<file path="config.mk">
export PLATFORM = sky130hd
export DESIGN_NAME = gcd_isqrt
export DESIGN_NICKNAME = d
export VERILOG_FILES = /design/src/hdl/gcd_pkg.sv /design/src/hdl/gcd_isqrt.sv
export SDC_FILE = /design/constraint.sdc
export NUM_CORES = 2
export LEC_CHECK = 0
export BUFFER_PORTS_ARGS = -buffer_cell sky130_fd_sc_hd__buf_2
export CAP_MARGIN = 20
export CORE_MARGIN = 4
export CORE_UTILIZATION = 54
export CTS_BUF_LIST = sky130_fd_sc_hd__clkbuf_8 sky130_fd_sc_hd__clkbuf_16
export DETAILED_ROUTE_END_ITERATION = 6
export GPL_ROUTABILITY_DRIVEN = 1
export PLACE_DENSITY_LB_ADDON = 0.08
export SYNTH_ARGS = -nofsm -noshare
export SYNTH_HDL_FRONTEND = slang
export SYNTH_SLANG_ARGS = --single-unit
</file>
<file path="constraint.sdc">
create_clock -name i_clk -period 10.2 [get_ports i_clk]
set_input_delay 0.51 -clock i_clk [delete_from_list [all_inputs] [get_ports i_clk]]
set_output_delay 0.51 -clock i_clk [all_outputs]
set_load 0.02 [all_outputs]
</file>
<file path="src/hdl/gcd_pkg.sv">
// ----------------------------------------------------------------------------
// gcd_pkg
// Shared widths, constants, types and helpers for the great-circle distance
// pipeline.
// ----------------------------------------------------------------------------
package gcd_pkg;

    localparam int ANGLE_FRAC_BITS = 16;
    localparam int FIX_BITS        = 30;
    localparam int CORDIC_STEPS    = 30;

    localparam int LAT_W       = 24;
    localparam int LON_W       = 25;
    localparam int RADIUS_W    = 16;
    localparam int ARC_W       = 18;
    localparam int IN_TDATA_W  = 104;
    localparam int OUT_TDATA_W = 24;

    localparam logic [RADIUS_W-1:0] RADIUS_RESET = 16'd6371;

    // Q2.30 trig values, CORDIC datapath widths
    localparam int TRIG_W     = 32;
    localparam int ROT_XW     = 33;
    localparam int CORDIC_ZW  = 33;
    localparam int VEC_XW     = 34;
    localparam int ATAN_W     = 32;

    localparam logic [ATAN_W-1:0] CORDIC_GAIN_Q30 = 32'd652032874;
    localparam logic [ATAN_W-1:0] ONE_Q30         = 32'd1073741824;

    localparam logic [ATAN_W-1:0] ATAN_TAB [CORDIC_STEPS] = '{
        32'd843314857, 32'd497837829, 32'd263043837, 32'd133525159,
        32'd67021688,  32'd33543516,  32'd16775851,  32'd8388437,
        32'd4194283,   32'd2097149,   32'd1048576,   32'd524288,
        32'd262144,    32'd131072,    32'd65536,     32'd32768,
        32'd16384,     32'd8192,      32'd4096,      32'd2048,
        32'd1024,      32'd512,       32'd256,       32'd128,
        32'd64,        32'd32,        32'd16,        32'd8,
        32'd4,         32'd2
    };

    typedef logic signed [TRIG_W-1:0] t_q30;

    typedef struct packed {
        t_q30 s;
        t_q30 c;
    } t_sincos;

    // pipeline advance and the valid bit entering a unit
    typedef struct packed {
        logic en;
        logic valid;
    } t_pipe_ctl;

    // clamp a CORDIC output to [-1, 1] in Q2.30
    function automatic t_q30 clamp_unit(input logic signed [ROT_XW-1:0] v);
        logic signed [ROT_XW-1:0] lim;
        lim = ROT_XW'(ONE_Q30);
        if (v > lim) begin
            return TRIG_W'(lim);
        end else if (v < -lim) begin
            return TRIG_W'(-lim);
        end
        return TRIG_W'(v);
    endfunction

endpackage

</file>
<file path="src/hdl/gcd_isqrt.sv">
// ----------------------------------------------------------------------------
// gcd_isqrt
// Pipelined floor square root of (h << 30), one result bit per stage.
// ----------------------------------------------------------------------------
module gcd_isqrt
    import gcd_pkg::*;
(
    input  logic                i_clk,
    input  logic                i_rst_n,
    input  t_pipe_ctl           i_ctl,
    input  logic [FIX_BITS:0]   i_h,
    output logic                o_valid,
    output logic [FIX_BITS:0]   o_root
);

    localparam int STEPS = FIX_BITS + 1;
    localparam int VW    = 2 * FIX_BITS + 2;

    logic [VW-1:0] w_rem  [0:STEPS-1];
    logic [VW-1:0] w_root [0:STEPS-1];
    logic          w_v    [0:STEPS-1];
    logic [VW-1:0] r_rem  [1:STEPS];
    logic [VW-1:0] r_root [1:STEPS];
    logic          r_v    [1:STEPS];

    for (genvar k = 0; k < STEPS; k++) begin : g_bit
        localparam logic [VW-1:0] BIT = VW'(1) << (2 * (STEPS - 1 - k));
        logic [VW-1:0] w_trial;

        if (k == 0) begin : g_first
            assign w_rem[0]  = VW'({i_h, FIX_BITS'(0)});
            assign w_root[0] = '0;
            assign w_v[0]    = i_ctl.valid;
        end else begin : g_next
            assign w_rem[k]  = r_rem[k];
            assign w_root[k] = r_root[k];
            assign w_v[k]    = r_v[k];
        end

        assign w_trial = w_root[k] + BIT;

        always_ff @(posedge i_clk) begin
            if (!i_rst_n) begin
                r_v[k+1] <= 1'b0;
            end else if (i_ctl.en) begin
                r_v[k+1] <= w_v[k];
            end
        end

        always_ff @(posedge i_clk) begin
            if (i_ctl.en) begin
                if (w_rem[k] >= w_trial) begin
                    r_rem[k+1]  <= w_rem[k] - w_trial;
                    r_root[k+1] <= (w_root[k] >> 1) + BIT;
                end else begin
                    r_rem[k+1]  <= w_rem[k];
                    r_root[k+1] <= w_root[k] >> 1;
                end
            end
        end
    end

    assign o_valid = r_v[STEPS];
    assign o_root  = r_root[STEPS][FIX_BITS:0];

endmodule

</file>
==> flow_metrics.env <==
export IMPL_dp_final_hpwl_um=142000
export IMPL_synth_area_leader_cell="edfxtp_1"
export IMPL_r2r_setup_slack_ns=5.45
export IMPL_wl_um=196000
export IMPL_clk_pin_slew_ns=0.06
export IMPL_cts_root_buf="clkbuf_16"
export IMPL_crit_type="flop to flop"
export IMPL_rows=149
export IMPL_p_int_mw=14.7
export IMPL_arrival_ns=5.30
export IMPL_synth_edf_count=1683
export IMPL_multi_input_area_mm2=0.0359
export IMPL_worst_r2r_startpoint="r_rem[0][1802]$_SDFFCE_PP0P_"
export IMPL_fin_nets=8497
export IMPL_gp_congestion=0.920
export IMPL_synth_area_mm2=0.0895
export IMPL_grt_use_total=0.223
export IMPL_leakage_nw=38.1
export IMPL_grt_first_pass_wirelength_um=312000
export IMPL_violations="design-rule violations"
export IMPL_post_cts_buffers=0
export IMPL_cts_buffers=180
export IMPL_cts_tree="yes"
export IMPL_rsz0062_at_grt="false"
export IMPL_drt_iter0_markers=4801
export IMPL_critPathCaptureType="flop"
export IMPL_synth_nets=8358
export IMPL_min_path_cells=1
export IMPL_period_needed_ns=4.75
export IMPL_final_hold_viol_count=0
export IMPL_final_antenna_net_count=0
export IMPL_synth_cell_type_count=92
export IMPL_worstSetupStartpointType="flop"
export IMPL_numPortBuffers=66
export IMPL_p_sw_frac=0.302
export IMPL_p_comb_frac=0.227
export IMPL_final_max_slew_viol_count=0
export IMPL_netlist_area_leader_share=0.565
export IMPL_worstPathMaxFanout=10
export IMPL_hold_class="input pin to flop"
export IMPL_wl_per_cell_um=19.0
export IMPL_worstHoldStart="i_ctl[1]"
export IMPL_avgViaCountPerCell=5.77
export IMPL_syn_avg_cell_area_um2=11.4
export IMPL_gr_total_overflow=0
export IMPL_h_tree_depth=4
export IMPL_p_switching_mw=6.37
export IMPL_max_vdd_ir_drop_v=0.000168
export IMPL_layout_drive_gt1_share=0.0664
export IMPL_cp_startpoint="r_rem[0][1802]$_SDFFCE_PP0P_"
export IMPL_start_util=0.543
export IMPL_yosys_warnings=0
export IMPL_seqPwrFrac=0.460
export IMPL_synthTopCellsByArea="edfxtp_1, ha_1, xor2_1"
export IMPL_ys_seq_area_frac=0.565
export IMPL_regToRegEndpoint="r_rem[0][1901]$_DFFE_PP_"
export IMPL_worst_pin_slew_ns=1.45
export IMPL_antenna_found_initial=2
export IMPL_coreArea_mm2=0.165
export IMPL_clock_sinks=1683
export IMPL_die_area_mm2=0.172
export IMPL_die_y_um=415
export IMPL_outcome="complete, but fails checks"
export IMPL_syn_instance_count=7815
export IMPL_regArea_mm2=0.0505
export IMPL_powerDensity_mw_per_mm2=214
export IMPL_fin_setup_tns_ns=0
export IMPL_reg2reg_depth=12
export IMPL_drc=5
export IMPL_synth_ff_type="edfxtp_1"
export IMPL_placedCellCount=9928
export IMPL_ys_seq_elements=1683
export IMPL_fin_skew_ns=0.0434
export IMPL_num_fill_cells=13320
export IMPL_fin_crit_sh=0.465
export IMPL_cap_violations=0
export IMPL_layout_area_overhead_vs_synth_pct=10.4
export IMPL_clk_insertion_delay_late_ns=0.83
export IMPL_grt_max_degree=194
export IMPL_setup_viol=0
export IMPL_fin_cells=10295
export IMPL_min_to="r_root[0][1205]$_DFFE_PP_"
export IMPL_ioPinCount=67
export IMPL_grt_pass1_vias=57092
export IMPL_p_clk_frac=0.313
export IMPL_clockBufferDepth=3
export IMPL_fmax_ghz=0.211
export IMPL_dr_pass1_iters=7
export IMPL_dr_total_vias=59400
export IMPL_slew_headroom=0.0341
export IMPL_fp_dieW_um=415
export IMPL_async_reset_ff_frac=0
export IMPL_ctsResizeCount=0
export IMPL_crit_required_ns=10.75
## cell type report
class | count | share of cell area
sequential | 1683 | 0.512
multi-input combinational | 5314 | 0.364
clock buffer | 181 | 0.0459
tap | 2189 | 0.0277
inverter | 628 | 0.0239
clock inverter | 152 | 0.0155
timing repair buffer | 147 | 0.0114
antenna | 1 | 0.0000253
## logic make-up after synthesis
logic type | share of synthesized area
flops | 0.565
simple gates | 0.131
compound gates | 0.112
xor+xnor | 0.0765
fa+ha+maj | 0.0722
buf+inv | 0.0348
mux | 0.00794
## stage by stage
stage               hold slack, ns  cell area (um^2)  utilization  worst slack [ns]  power [mW]
floorplan                    0.417             89500            -              5.99        13.2
global placement             0.430             92300        0.560              5.53        14.5
detailed placement           0.430             92300        0.560              5.52        14.6
CTS                          0.122             98700        0.599              5.51        21.3
global route                 0.135             98700        0.599              5.23        22.3
finish                       0.123             98700        0.599              5.45        21.1
## worst max path at each step
stage	endpoint	slack (ns)
3_3_place_gp	r_rem[0][1897]$_DFFE_PP_	5.53
5_1_grt	r_rem[0][1901]$_DFFE_PP_	5.23
2_1_floorplan	r_rem[0][1862]$_SDFFCE_PP0P_	5.99
6_report	r_rem[0][1901]$_DFFE_PP_	5.45
3_5_place_dp	r_rem[0][1901]$_DFFE_PP_	5.52
4_1_cts	r_rem[0][1901]$_DFFE_PP_	5.51
## routing by layer
| metal | vias to the layer above | GRT usage | part of all wire |
|---|---|---|---|
| li1 | 29055 | - | - |
| met1 | 28574 | 0.323 | 0.47 |
| met2 | 1470 | 0.356 | 0.46 |
| met3 | 299 | 0.0328 | 0.051 |
| met4 | 2 | 0.0588 | 0.023 |
| met5 | - | 0 | 0.000066 |
## sequential cells by signal, indices dropped and copies added, names as in the netlist
register  flops
r_root      496
r_v          31
r_rem      1156
## worst max-delay path, cell delays in order (launching register included)
cell	delay, ns
edfxtp_1	0.45
ha_1	0.25
fa_1	0.42
a21oi_1	0.23
nor3_1	0.11
o41ai_1	0.85
or4b_2	0.70
a31oi_1	0.30
o31a_2	0.19
clkinv_1	0.32
o311ai_0	0.35
nor4_1	0.12
xor2_1	0.18
## power groups by stage
stage,Combinational [mW],Clock (mW),Sequential [mW]
2_1_floorplan,3.75,0,9.48
3_3_place_gp,4.64,0,9.85
3_5_place_dp,4.72,0,9.84
4_1_cts,4.77,6.78,9.72
5_1_grt,5.37,7.07,9.81
6_report,4.79,6.61,9.72
## cells in the final DEF (no fill, tap or decap), types with 21 or more instances in the layout
cell,n
inv_1,655
nor4b_1,26
o21a_1,75
nor3_1,235
nor2_1,488
or4_1,59
nor2b_1,68
or3_1,87
a211oi_1,53
a21oi_1,421
nor4_1,146
and2_1,26
a21boi_0,21
or2_2,43
and3_1,79
nand2b_1,85
nand4b_1,28
buf_2,66
o211ai_1,45
bufinv_16,22
edfxtp_1,1683
mux2_2,56
xor2_1,412
o21ai_0,487
dlygate4sd3_1,32
a31oi_1,35
nand3b_1,29
xnor2_1,369
a21o_1,202
buf_4,41
clkinv_1,36
clkinv_2,37
nand3_1,161
o31ai_1,45
ha_1,494
nand4_1,78
clkbuf_16,181
o21bai_1,37
nand2_1,651
## synthesized netlist by cell type (all sizes together) (13+ instances only)
library cell / instances
xor2: 412
a31oi: 38
or2: 44
o21bai: 37
and3: 79
o31ai: 45
nor2b: 68
mux2: 56
or4: 60
o211ai: 46
a211oi: 56
fa: 14
o21a: 75
o311ai: 17
nor3b: 15
ha: 494
a211o: 17
nand4b: 28
o21ai: 498
nand3b: 29
xnor2: 369
nor4b: 26
nor2: 489
nand2: 652
or3: 89
a21o: 202
clkbuf: 172
a2111oi: 13
and2: 26
buf: 18
nor4: 147
a21boi: 21
nand4: 79
inv: 626
edfxtp: 1683
o2111ai: 14
a21oi: 422
o31a: 17
nor3: 235
nand3: 161
nand2b: 85
## repair_timing
item                       in CTS  in global routing
hold buffers                   32                  0
hold endpoints to repair       34                  0
setup endpoints to repair       0                  0
Power figures use the tool's default switching activity.
